**src/design/b64e_pkg.sv**
```systemverilog
// Shared types, constants and the alphabet function for the Base64 encoder.
// No dependencies; imported by the queue, front end, back end and top level.
`timescale 1ns / 1ps

package b64e_pkg;

    localparam int CHAR_W            = 7;
    localparam int B64E_QUEUE_DEPTH  = 4;
    localparam logic [CHAR_W-1:0] PAD_CHAR = 7'h3d;

    // Position of the next byte within a 3-byte group
    typedef enum logic [1:0] {
        PH_FIRST  = 2'd0,
        PH_SECOND = 2'd1,
        PH_THIRD  = 2'd2
    } b64e_phase_t;

    // Up to four characters produced by one input byte
    typedef struct packed {
        logic [3:0][CHAR_W-1:0] chars;
        logic [1:0]             cnt_m1;
        logic                   last;
    } b64e_job_t;

    // Queue status seen by the front and back ends
    typedef struct packed {
        logic full;
        logic empty;
    } b64e_q_status_t;

    // Map a sextet to its character of the standard alphabet
    function automatic logic [CHAR_W-1:0] enc_char(input logic [5:0] sextet);
        logic [CHAR_W-1:0] s;
        s = CHAR_W'(sextet);
        if (sextet < 6'd26)
            return s + 7'd65;
        else if (sextet < 6'd52)
            return s + 7'd71;
        else if (sextet < 6'd62)
            return s - 7'd4;
        else if (sextet == 6'd62)
            return 7'd43;
        else
            return 7'd47;
    endfunction

endpackage

```
**src/design/b64e_queue.sv**
```systemverilog
// Short queue of character jobs between the front and back ends.
// Depends on b64e_pkg for the job and status types.
`timescale 1ns / 1ps

module b64e_queue #(
    parameter int Depth = b64e_pkg::B64E_QUEUE_DEPTH
) (
    input  logic                       clk,
    input  logic                       rst_n,
    input  logic                       push,
    input  b64e_pkg::b64e_job_t        push_job,
    input  logic                       pop,
    output b64e_pkg::b64e_job_t        pop_job,
    output b64e_pkg::b64e_q_status_t   status
);
    import b64e_pkg::*;

    localparam int PtrW = (Depth > 1) ? $clog2(Depth) : 1;
    localparam int CntW = $clog2(Depth + 1);

    b64e_job_t         entries [Depth];
    logic [PtrW-1:0]   wr_ptr_reg, wr_ptr_next;
    logic [PtrW-1:0]   rd_ptr_reg, rd_ptr_next;
    logic [CntW-1:0]   count_reg, count_next;

    // Store a job at the write pointer
    always_ff @(posedge clk)
    begin
        if (push)
            entries[wr_ptr_reg] <= push_job;
    end

    // Advance pointers and the fill count
    always_comb
    begin
        wr_ptr_next = wr_ptr_reg;
        rd_ptr_next = rd_ptr_reg;
        count_next  = count_reg;
        if (push)
            wr_ptr_next = (wr_ptr_reg == PtrW'(Depth - 1)) ? '0 : wr_ptr_reg + 1'b1;
        if (pop)
            rd_ptr_next = (rd_ptr_reg == PtrW'(Depth - 1)) ? '0 : rd_ptr_reg + 1'b1;
        if (push && !pop)
            count_next = count_reg + 1'b1;
        else if (pop && !push)
            count_next = count_reg - 1'b1;
    end

    always_ff @(posedge clk or negedge rst_n)
    begin
        if (!rst_n)
        begin
            wr_ptr_reg <= '0;
            rd_ptr_reg <= '0;
            count_reg  <= '0;
        end
        else
        begin
            wr_ptr_reg <= wr_ptr_next;
            rd_ptr_reg <= rd_ptr_next;
            count_reg  <= count_next;
        end
    end

    assign pop_job      = entries[rd_ptr_reg];
    assign status.full  = (count_reg == CntW'(Depth));
    assign status.empty = (count_reg == '0);

endmodule

```
**src/design/b64e_front.sv**
```systemverilog
// Front end: accepts bytes, tracks the group phase and leftover bits, and
// builds a job of one to four characters. Depends on b64e_pkg.
`timescale 1ns / 1ps

module b64e_front (
    input  logic                       clk,
    input  logic                       rst_n,
    input  logic                       s_tvalid,
    output logic                       s_tready,
    input  logic [7:0]                 s_tdata,   // [7:0] data_byte
    input  logic                       s_tlast,   // last_byte
    output logic                       push,
    output b64e_pkg::b64e_job_t        push_job,
    input  b64e_pkg::b64e_q_status_t   q_status
);
    import b64e_pkg::*;

    b64e_phase_t  phase_reg, phase_next;
    logic [3:0]   carry_reg, carry_next;
    logic [7:0]   b;

    assign b        = s_tdata;
    assign s_tready = !q_status.full;
    assign push     = s_tvalid && !q_status.full;

    // Next phase and leftover bits on each accepted byte
    always_comb
    begin
        phase_next = phase_reg;
        carry_next = carry_reg;
        if (push)
        begin
            unique case (phase_reg)
                PH_SECOND:
                begin
                    phase_next = PH_THIRD;
                    carry_next = b[3:0];
                end
                PH_THIRD:
                begin
                    phase_next = PH_FIRST;
                    carry_next = '0;
                end
                default:
                begin
                    phase_next = PH_SECOND;
                    carry_next = {2'b00, b[1:0]};
                end
            endcase
            if (s_tlast)
            begin
                phase_next = PH_FIRST;
                carry_next = '0;
            end
        end
    end

    // Build the character job for the current byte
    always_comb
    begin
        push_job.chars  = {4{PAD_CHAR}};
        push_job.last   = s_tlast;
        push_job.cnt_m1 = 2'd0;
        unique case (phase_reg)
            PH_SECOND:
            begin
                push_job.chars[0] = enc_char({carry_reg[1:0], b[7:4]});
                push_job.chars[1] = enc_char({b[3:0], 2'b00});
                push_job.cnt_m1   = s_tlast ? 2'd2 : 2'd0;
            end
            PH_THIRD:
            begin
                push_job.chars[0] = enc_char({carry_reg, b[7:6]});
                push_job.chars[1] = enc_char(b[5:0]);
                push_job.cnt_m1   = 2'd1;
            end
            default:
            begin
                push_job.chars[0] = enc_char(b[7:2]);
                push_job.chars[1] = enc_char({b[1:0], 4'b0000});
                push_job.cnt_m1   = s_tlast ? 2'd3 : 2'd0;
            end
        endcase
    end

    always_ff @(posedge clk or negedge rst_n)
    begin
        if (!rst_n)
        begin
            phase_reg <= PH_FIRST;
            carry_reg <= '0;
        end
        else
        begin
            phase_reg <= phase_next;
            carry_reg <= carry_next;
        end
    end

endmodule

```
**src/design/b64e_back.sv**
```systemverilog
// Back end: takes jobs from the queue and sends one character per transfer
// through a registered output stage. Depends on b64e_pkg.
`timescale 1ns / 1ps

module b64e_back (
    input  logic                       clk,
    input  logic                       rst_n,
    output logic                       pop,
    input  b64e_pkg::b64e_job_t        pop_job,
    input  b64e_pkg::b64e_q_status_t   q_status,
    output logic                       m_tvalid,
    input  logic                       m_tready,
    output logic [7:0]                 m_tdata,   // [6:0] char_code, [7] zero
    output logic                       m_tlast    // last_char
);
    import b64e_pkg::*;

    logic                busy_reg, busy_next;
    b64e_job_t           job_reg, job_next;
    logic [1:0]          idx_reg, idx_next;
    logic                out_valid_reg, out_valid_next;
    logic [CHAR_W-1:0]   out_char_reg, out_char_next;
    logic                out_last_reg, out_last_next;
    logic                advance, emit, job_done;

    // Move the output stage when it is empty or being taken
    assign advance  = !out_valid_reg || m_tready;
    assign emit     = advance && busy_reg;
    assign job_done = emit && (idx_reg == job_reg.cnt_m1);
    assign pop      = (!busy_reg || job_done) && !q_status.empty;

    // Load the next job, step through its characters
    always_comb
    begin
        busy_next = busy_reg;
        job_next  = job_reg;
        idx_next  = idx_reg;
        if (pop)
        begin
            busy_next = 1'b1;
            job_next  = pop_job;
            idx_next  = 2'd0;
        end
        else if (job_done)
            busy_next = 1'b0;
        else if (emit)
            idx_next = idx_reg + 2'd1;
    end

    // Fill the output register
    always_comb
    begin
        out_valid_next = out_valid_reg;
        out_char_next  = out_char_reg;
        out_last_next  = out_last_reg;
        if (emit)
        begin
            out_valid_next = 1'b1;
            out_char_next  = job_reg.chars[idx_reg];
            out_last_next  = job_reg.last && (idx_reg == job_reg.cnt_m1);
        end
        else if (advance)
            out_valid_next = 1'b0;
    end

    always_ff @(posedge clk or negedge rst_n)
    begin
        if (!rst_n)
        begin
            busy_reg      <= 1'b0;
            idx_reg       <= '0;
            out_valid_reg <= 1'b0;
        end
        else
        begin
            busy_reg      <= busy_next;
            idx_reg       <= idx_next;
            out_valid_reg <= out_valid_next;
        end
    end

    // Payload registers
    always_ff @(posedge clk)
    begin
        job_reg      <= job_next;
        out_char_reg <= out_char_next;
        out_last_reg <= out_last_next;
    end

    assign m_tvalid = out_valid_reg;
    assign m_tdata  = {1'b0, out_char_reg};
    assign m_tlast  = out_last_reg;

endmodule

```
**src/design/base64_stream_encoder.sv**
```systemverilog
// Base64 stream encoder: one byte in, one to four characters out.
// First character of a byte: through the queue entry, job register and output
// register. Throughput: one character per cycle on the output stage unless
// m_tready or an empty queue stalls it; 1 to 4 characters per byte, 4 per group.
// Reset (rst_n low, asynchronous): group phase, leftover bits, queue and
// output stage clear; the next byte starts a new group.
`timescale 1ns / 1ps

module base64_stream_encoder #(
    parameter int QUEUE_DEPTH = b64e_pkg::B64E_QUEUE_DEPTH
) (
    input  logic        clk,
    input  logic        rst_n,
    input  logic        s_tvalid,
    output logic        s_tready,
    input  logic [7:0]  s_tdata,   // [7:0] data_byte
    input  logic        s_tlast,   // last_byte
    output logic        m_tvalid,
    input  logic        m_tready,
    output logic [7:0]  m_tdata,   // [6:0] char_code, [7] zero
    output logic        m_tlast    // last_char
);
    import b64e_pkg::*;

    logic            push, pop;
    b64e_job_t       push_job, pop_job;
    b64e_q_status_t  q_status;

    b64e_front u_front (
        .clk      (clk),
        .rst_n    (rst_n),
        .s_tvalid (s_tvalid),
        .s_tready (s_tready),
        .s_tdata  (s_tdata),
        .s_tlast  (s_tlast),
        .push     (push),
        .push_job (push_job),
        .q_status (q_status)
    );

    b64e_queue #(
        .Depth (QUEUE_DEPTH)
    ) u_queue (
        .clk      (clk),
        .rst_n    (rst_n),
        .push     (push),
        .push_job (push_job),
        .pop      (pop),
        .pop_job  (pop_job),
        .status   (q_status)
    );

    b64e_back u_back (
        .clk      (clk),
        .rst_n    (rst_n),
        .pop      (pop),
        .pop_job  (pop_job),
        .q_status (q_status),
        .m_tvalid (m_tvalid),
        .m_tready (m_tready),
        .m_tdata  (m_tdata),
        .m_tlast  (m_tlast)
    );

endmodule

```
**config.mk**
```make
export PLATFORM = sky130hd
export DESIGN_NAME = base64_stream_encoder
export DESIGN_NICKNAME = d
export VERILOG_FILES = /design/src/design/b64e_pkg.sv /design/src/design/b64e_queue.sv /design/src/design/b64e_front.sv /design/src/design/b64e_back.sv /design/src/design/base64_stream_encoder.sv
export SDC_FILE = /design/constraint.sdc
export NUM_CORES = 1
export LEC_CHECK = 0
export BUFFER_PORTS_ARGS = -buffer_cell sky130_fd_sc_hd__buf_2
export CAP_MARGIN = 0
export CELL_PAD_IN_SITES_DETAIL_PLACEMENT = 1
export CELL_PAD_IN_SITES_GLOBAL_PLACEMENT = 2
export CORE_ASPECT_RATIO = 1.5
export CORE_MARGIN = 3
export CORE_UTILIZATION = 47
export CTS_BUF_LIST = sky130_fd_sc_hd__clkbuf_4 sky130_fd_sc_hd__clkbuf_8
export DETAILED_ROUTE_END_ITERATION = 16
export GPL_TIMING_DRIVEN = 0
export PLACE_DENSITY = 0.85
export SYNTH_ARGS = -nofsm -noshare
export SYNTH_HDL_FRONTEND = slang
export SYNTH_SLANG_ARGS = --single-unit
```
**constraint.sdc**
```tcl
create_clock -name clk -period 6.6 [get_ports clk]
set_clock_uncertainty 0.1 [all_clocks]
set_input_delay 1.65 -clock clk [delete_from_list [all_inputs] [get_ports clk]]
set_output_delay 1.65 -clock clk [all_outputs]
set_load 0.05 [all_outputs]
```
==> results of run 1 <==
stage by stage:
stage | worst slack, ns | std cells | hold slack, ns
after global routing | 2.14 | 747 | 0.431
final | 2.42 | 747 | 0.398
after detailed placement | 2.04 | 731 | 0.384
after CTS | 2.41 | 747 | 0.405
after floorplan | 2.79 | 550 | 0.348
after global placement | 2.13 | 731 | 0.378
logic make-up after synthesis:
family                     after synthesis  share of synthesized area, %
muxes                                   22                          6.96
buffers and inverters                   61                          4.34
other                                    1                        0.0599
DFF                                    110                          51.4
adders and majority gates               34                          6.92
AOI/OAI and AO/OA                      142                          15.0
xor gates and xnor gates                19                          2.66
and+or+nand+nor                        161                          12.7
metal layers:
| metal | wire length [µm] | vias to the layer above |
|---|---|---|
| li1 | - | 2106 |
| met1 | 6390 | 2237 |
| met2 | 9060 | 84 |
| met3 | 350 | 27 |
| met4 | 516 | 0 |
| met5 | 0 | - |
area by class of cell:
class,instances,area share [%]
buffer,37,2.67
clock buffer,12,2.25
clock inverter,4,1.07
inverter,24,1.33
multi-input combinational,379,40.8
sequential,110,47.4
tap,159,2.93
timing repair buffer,22,1.62
worst max-delay path by stage:
| stage | start | endpoint | slack [ns] | depth (start not counted) |
|---|---|---|---|---|
| after global routing | s_tdata[1] | u_queue.entries[0][14]$_DFFE_PP_ | 2.14 | 14 |
| after floorplan | s_tdata[1] | u_queue.entries[0][14]$_DFFE_PP_ | 2.79 | 13 |
| final | s_tdata[1] | u_queue.entries[2][14]$_DFFE_PP_ | 2.42 | 14 |
| after global placement | s_tdata[1] | u_queue.entries[0][14]$_DFFE_PP_ | 2.13 | 14 |
| after CTS | s_tdata[1] | u_queue.entries[2][14]$_DFFE_PP_ | 2.41 | 14 |
| after detailed placement | s_tdata[1] | u_queue.entries[0][14]$_DFFE_PP_ | 2.04 | 14 |
cells in the mapped netlist (all sizes together), types with 4 or more instances:
cell | n | area (µm²)
edfxtp | 93 | 2790
nand2 | 43 | 161
a21oi | 37 | 200
o21ai | 34 | 170
ha | 33 | 413
nor2 | 32 | 120
inv | 24 | 90.1
nand3 | 20 | 100
buf | 19 | 113
clkbuf | 18 | 68.8
dfrtp | 17 | 425
mux4 | 17 | 383
nor3 | 17 | 90.1
xnor2 | 14 | 123
nor2b | 13 | 81.3
a21o | 11 | 90.1
a31oi | 11 | 68.8
nand2b | 10 | 62.6
and3 | 7 | 43.8
a211o | 6 | 52.6
a211oi | 6 | 45.0
a221oi | 6 | 58.8
xor2 | 5 | 43.8
and2 | 4 | 25.0
nand3b | 4 | 30.0
nand4 | 4 | 25.0
o21a | 4 | 30.0
power by group:
| group | switching [W] | leakage, nW | internal [W] |
|---|---|---|---|
| logic | 0.000741 | 1.39 | 0.000403 |
| clock network | 0.000205 | 0.113 | 0.000232 |
| registers | 0.0000883 | 1.06 | 0.00111 |
| total | 0.00103 | 2.56 | 0.00175 |
==> flow_summary.json, run 1 <==
{
  "outcome": "completed",
  "final_common_cell": "edfxtp_1",
  "relSlewSlack_pct": 37.7,
  "drtIter0Drc": 273,
  "fin_util_pct": 52.2,
  "min-delay-start": "u_back.busy_reg$_DFFE_PN0P_",
  "fin_tns_setup_ns": 0,
  "cts_buffers": 9,
  "crit_arrival_ns": 4.20,
  "async_flop_share_pct": 15.5,
  "p_per_area_mw_per_mm2": 410,
  "post_drt_via_cell_ratio": 5.96,
  "fmax_mhz": 239,
  "num_rows": 51,
  "yosysWarnings": 0,
  "clock-root-buffer": "clkbuf_8",
  "yosysSeqAreaShare_pct": 51.4,
  "drtPass1Iterations": 7,
  "syn_area_per_cell_um2": 11.4,
  "busiest_layer": "met2",
  "areaGrowthSynthToFinish_pct": 8.54,
  "multi_input_area_mm2": 0.00277,
  "ys.flop_type": "edfxtp_1",
  "antenna_found_initial": 0,
  "hpwlAfterDp_mm": 12.4,
  "holdPathEnd": "u_back.m_tvalid$_DFFE_PN0P_",
  "grt_pass1_vias": 4791,
  "fillers": 1427,
  "worstPathCellList": "buf_2 > buf_2 > inv_1 > ha_1 > nor2b_1 > clkbuf_2 > xnor2_1 > ha_1 > a21oi_1 > nor3_1 > o21ai_0 > xnor2_1 > a21oi_1 > a22oi_1",
  "r2r_cells": 9,
  "r2r_start": "u_front.carry_reg[0]$_DFFE_PN0P_",
  "r2r_slack_ns": 3.90,
  "hold_viol": 0,
  "gr-usage-met2_pct": 42.7,
  "synth_edf_count": 93,
  "io_buffers": 22,
  "critPathSlowestCell": "a22oi_1",
  "cp-start-kind": "input pin",
  "placedInstanceArea_mm2": 0.00657,
  "fin_area_mm2": 0.00679,
  "synth_nets": 597,
  "start_util_pct": 48.1,
  "diodes": 0,
  "htreeDepth": 3,
  "routedWlPerCell_um": 21.8,
  "max_stage_delay_ns": 0.38,
  "cpLargestDelayFamily": "buffers and inverters",
  "final_layout_size_suffix_gt1_share_pct": 14.1,
  "critical_path_required_ns": 6.63,
  "ant_nets": 0,
  "hp-class": "flop to flop",
  "wl_mm": 16.3,
  "cts_sinks": 110,
  "regArea_mm2": 0.00322,
  "drv_cap": 0,
  "ir_worst_vdd_uv": 155,
  "fp.dieH_um": 147,
  "grt_max_degree": 21,
  "synth_cells": 550,
  "cts_setup_buffers": 0,
  "clk_latency_ns": 0.36,
  "period_share_pct": 63.3,
  "period_needed_ns": 4.18,
  "critPathCaptureType": "flop",
  "core-area_mm2": 0.0130,
  "rsz0062_at_grt": "no",
  "grt_use_met3_pct": 1.85,
  "die-area_mm2": 0.0148,
  "die_x_um": 100,
  "critPathKind": "input pin to flop",
  "grt-ovfl-total": 0,
  "slew_viol_final": 0,
  "grt.total_usage_pct": 23.1,
  "drc_errors": 0,
  "mostFrequentLayoutCells": "edfxtp_1, nand2_1, buf_2",
  "final_nets": 630,
  "synth-seq-cells": 110,
  "crit_buf_inv": 4,
  "largest_register_ffs": 68,
  "cts_resized": 0,
  "grtUsageMet1_pct": 26.9,
  "grt_pass1_wl_mm": 26.1,
  "min_delay_path_depth": 1,
  "pin_count": 24,
  "routed-via-count": 4454,
  "final-setup-viol-count": 0,
  "clkTransAtPathRegs_ns": 0.09,
  "cts_buffer_depth": 2,
  "yosys.cell_types.count": 62,
  "ctsHoldBuffers": 0,
  "tightest_slew_ns": 0.934,
  "syn_area_mm2": 0.00626,
  "power.leakage_nw": 2.56,
  "gp_congestion": 0.870,
  "r2r_end": "u_queue.entries[2][6]$_DFFE_PP_",
  "fin_total_pwr_w": 0.00278,
  "cts_tree": "built",
  "critical_path.max_fanout": 10
}
Power figures use the tool's default switching activity.
==> inputs of run 2 (changes only) <==
--- a/config.mk
+++ b/config.mk
@@ -11,11 +11,11 @@
 export CELL_PAD_IN_SITES_GLOBAL_PLACEMENT = 2
 export CORE_ASPECT_RATIO = 1.5
 export CORE_MARGIN = 3
-export CORE_UTILIZATION = 47
+export CORE_UTILIZATION = 44
 export CTS_BUF_LIST = sky130_fd_sc_hd__clkbuf_4 sky130_fd_sc_hd__clkbuf_8
 export DETAILED_ROUTE_END_ITERATION = 16
 export GPL_TIMING_DRIVEN = 0
-export PLACE_DENSITY = 0.85
+export PLACE_DENSITY = 0.8
 export SYNTH_ARGS = -nofsm -noshare
 export SYNTH_HDL_FRONTEND = slang
 export SYNTH_SLANG_ARGS = --single-unit
==> constraint.sdc (replaced) <==
create_clock -name clk -period 4.2 [get_ports clk]
set_clock_uncertainty 0.1 [all_clocks]
set_input_delay 1.05 -clock clk [delete_from_list [all_inputs] [get_ports clk]]
set_output_delay 1.05 -clock clk [all_outputs]
set_load 0.05 [all_outputs]
==> run 2 against run 1 <==
  * Routed wire length shrank 4.3%
  * Clock-buffer cell count shrank 3
  * Critical endpoint unchanged
  * Register-to-register slack lost 2.5 ns
  * Sequential share of layout area is essentially flat
  * Utilization shrank 2.7 points
  * Combinational power grew 56%
  * Clock power grew 37%
  * Sequential power grew 56%
  * Largest power group unchanged
  * Global-route usage shrank 2.2 points
  * Final area is essentially flat
  * Total power grew 53%
==> flow_summary.json, run 2 (same netlist as run 1, synthesis figures left out) <==
{
  "outcome": "completed",
  "critical_path.max_fanout": 10,
  "htreeDepth": 3,
  "antenna_found_initial": 0,
  "drc_errors": 0,
  "drtPass1Iterations": 4,
  "fillers": 1480,
  "critPathCaptureType": "flop",
  "cts_setup_buffers": 0,
  "hold_viol": 0,
  "period_needed_ns": 3.57,
  "holdPathEnd": "u_back.m_tvalid$_DFFE_PN0P_",
  "cts_resized": 0,
  "crit_arrival_ns": 3.61,
  "gr-usage-met2_pct": 37.4,
  "r2r_cells": 9,
  "mostFrequentLayoutCells": "edfxtp_1, nand2_1, buf_2",
  "fp.dieH_um": 152,
  "grt_use_met3_pct": 2.06,
  "hp-class": "flop to flop",
  "drv_cap": 0,
  "gp_congestion": 0.881,
  "clkTransAtPathRegs_ns": 0.10,
  "final_layout_size_suffix_gt1_share_pct": 13.9,
  "busiest_layer": "met2",
  "cts_buffers": 9,
  "ant_nets": 0,
  "cts_tree": "built",
  "cp-start-kind": "input pin",
  "grt_pass1_wl_mm": 25.4,
  "grt_max_degree": 21,
  "grtUsageMet1_pct": 25.5,
  "r2r_end": "u_queue.entries[0][6]$_DFFE_PP_",
  "num_rows": 52,
  "fmax_mhz": 280,
  "final_nets": 630,
  "largest_register_ffs": 68,
  "grt_pass1_vias": 4659,
  "areaGrowthSynthToFinish_pct": 8.56,
  "die-area_mm2": 0.0157,
  "cts_buffer_depth": 2,
  "p_per_area_mw_per_mm2": 626,
  "ctsHoldBuffers": 0,
  "critPathKind": "input pin to flop",
  "grt.total_usage_pct": 20.9,
  "min_delay_path_depth": 1,
  "final-setup-viol-count": 0,
  "r2r_slack_ns": 1.39,
  "power.leakage_nw": 2.55,
  "critical_path_required_ns": 4.24,
  "min-delay-start": "u_back.busy_reg$_DFFE_PN0P_",
  "tightest_slew_ns": 0.925,
  "rsz0062_at_grt": "no",
  "die_x_um": 103,
  "wl_mm": 15.6,
  "period_share_pct": 85.0,
  "routedWlPerCell_um": 20.1,
  "diodes": 0,
  "fin_tns_setup_ns": 0,
  "post_drt_via_cell_ratio": 5.59,
  "start_util_pct": 45.6,
  "place_ws_ns": 0.244,
  "hpwlAfterDp_mm": 11.9,
  "relSlewSlack_pct": 38.3,
  "r2r_start": "u_front.carry_reg[1]$_DFFE_PN0P_",
  "cts_sinks": 110,
  "grt-ovfl-total": 0,
  "ir_worst_vdd_uv": 194,
  "routed-via-count": 4345,
  "core-area_mm2": 0.0137,
  "clock-root-buffer": "clkbuf_8",
  "slew_viol_final": 0,
  "clk_latency_ns": 0.36,
  "final_common_cell": "edfxtp_1",
  "setup_ws_ns": 0.629,
  "io_buffers": 22,
  "drtIter0Drc": 291,
  "pin_count": 24
}
==> run 2: cell types whose count changed in the layout (fill, tap and decap cells not counted), sizes merged <==
| cell | change |
|---|---|
| bufinv | -1 |
| clkbuf | -3 |
| clkinv | +4 |
==> run 2: worst max-delay path: stages <==
cell and delay (ns):
buf_2 0.15, buf_2 0.30, inv_1 0.14, ha_1 0.30
nor2b_1 0.13, clkbuf_2 0.19, xnor2_1 0.14, ha_1 0.26
a21oi_1 0.06, nor3_1 0.17, o21ai_0 0.12, xnor2_1 0.16
a21oi_1 0.11, a22oi_1 0.34
==> run 2: worst max-delay path by stage <==
| stage | startpoint | to | depth (start not counted) |
|---|---|---|---|
| after floorplan | s_tdata[1] | u_queue.entries[0][14]$_DFFE_PP_ | 13 |
| after global placement | s_tdata[1] | u_queue.entries[0][14]$_DFFE_PP_ | 14 |
| after detailed placement | s_tdata[1] | u_queue.entries[3][14]$_DFFE_PP_ | 14 |
| after CTS | s_tdata[1] | u_queue.entries[0][14]$_DFFE_PP_ | 14 |
| after global routing | s_tdata[1] | u_queue.entries[2][14]$_DFFE_PP_ | 14 |
| final | s_tdata[1] | u_queue.entries[2][14]$_DFFE_PP_ | 14 |
==> run 2: per-layer routing <==
metal  wire (µm)  vias to the layer above
met1        6410                     2161
met4         423                        0
met3         218                       25
met5           0                        -
li1            -                     2108
met2        8560                       51
==> run 2: metrics by stage <==
step           power [W]  util [%]  cells  instance area (µm²)  hold slack, ns
2_1_floorplan    0.00317         -    550                 6260           0.348
3_3_place_gp     0.00360      48.1    761                 6600           0.379
3_5_place_dp     0.00370      48.1    761                 6600           0.388
4_1_cts          0.00431      49.5    777                 6790           0.411
5_1_grt          0.00456      49.5    777                 6790           0.429
6_report         0.00425      49.5    777                 6790           0.409
==> run 2: final cells by class <==
cell class              instances  area, µm²  area share [%]
well taps                     189        236            3.48
clock buffers                   9        124            1.82
multi-input cells             379       2770            40.7
repair buffers                 22        110            1.62
plain buffers                  37        181            2.67
flip-flops and latches        110       3220            47.4
inverters                      24       90.1            1.33
clock inverters                 7       65.1           0.958
==> run 2: power breakdown <==
group | leakage [nW] | switching (W) | internal [W] | total, W
combinational | 1.39 | 0.00114 | 0.000633 | 0.00178
sequential | 1.06 | 0.000124 | 0.00175 | 0.00187
clock | 0.0964 | 0.000330 | 0.000272 | 0.000602
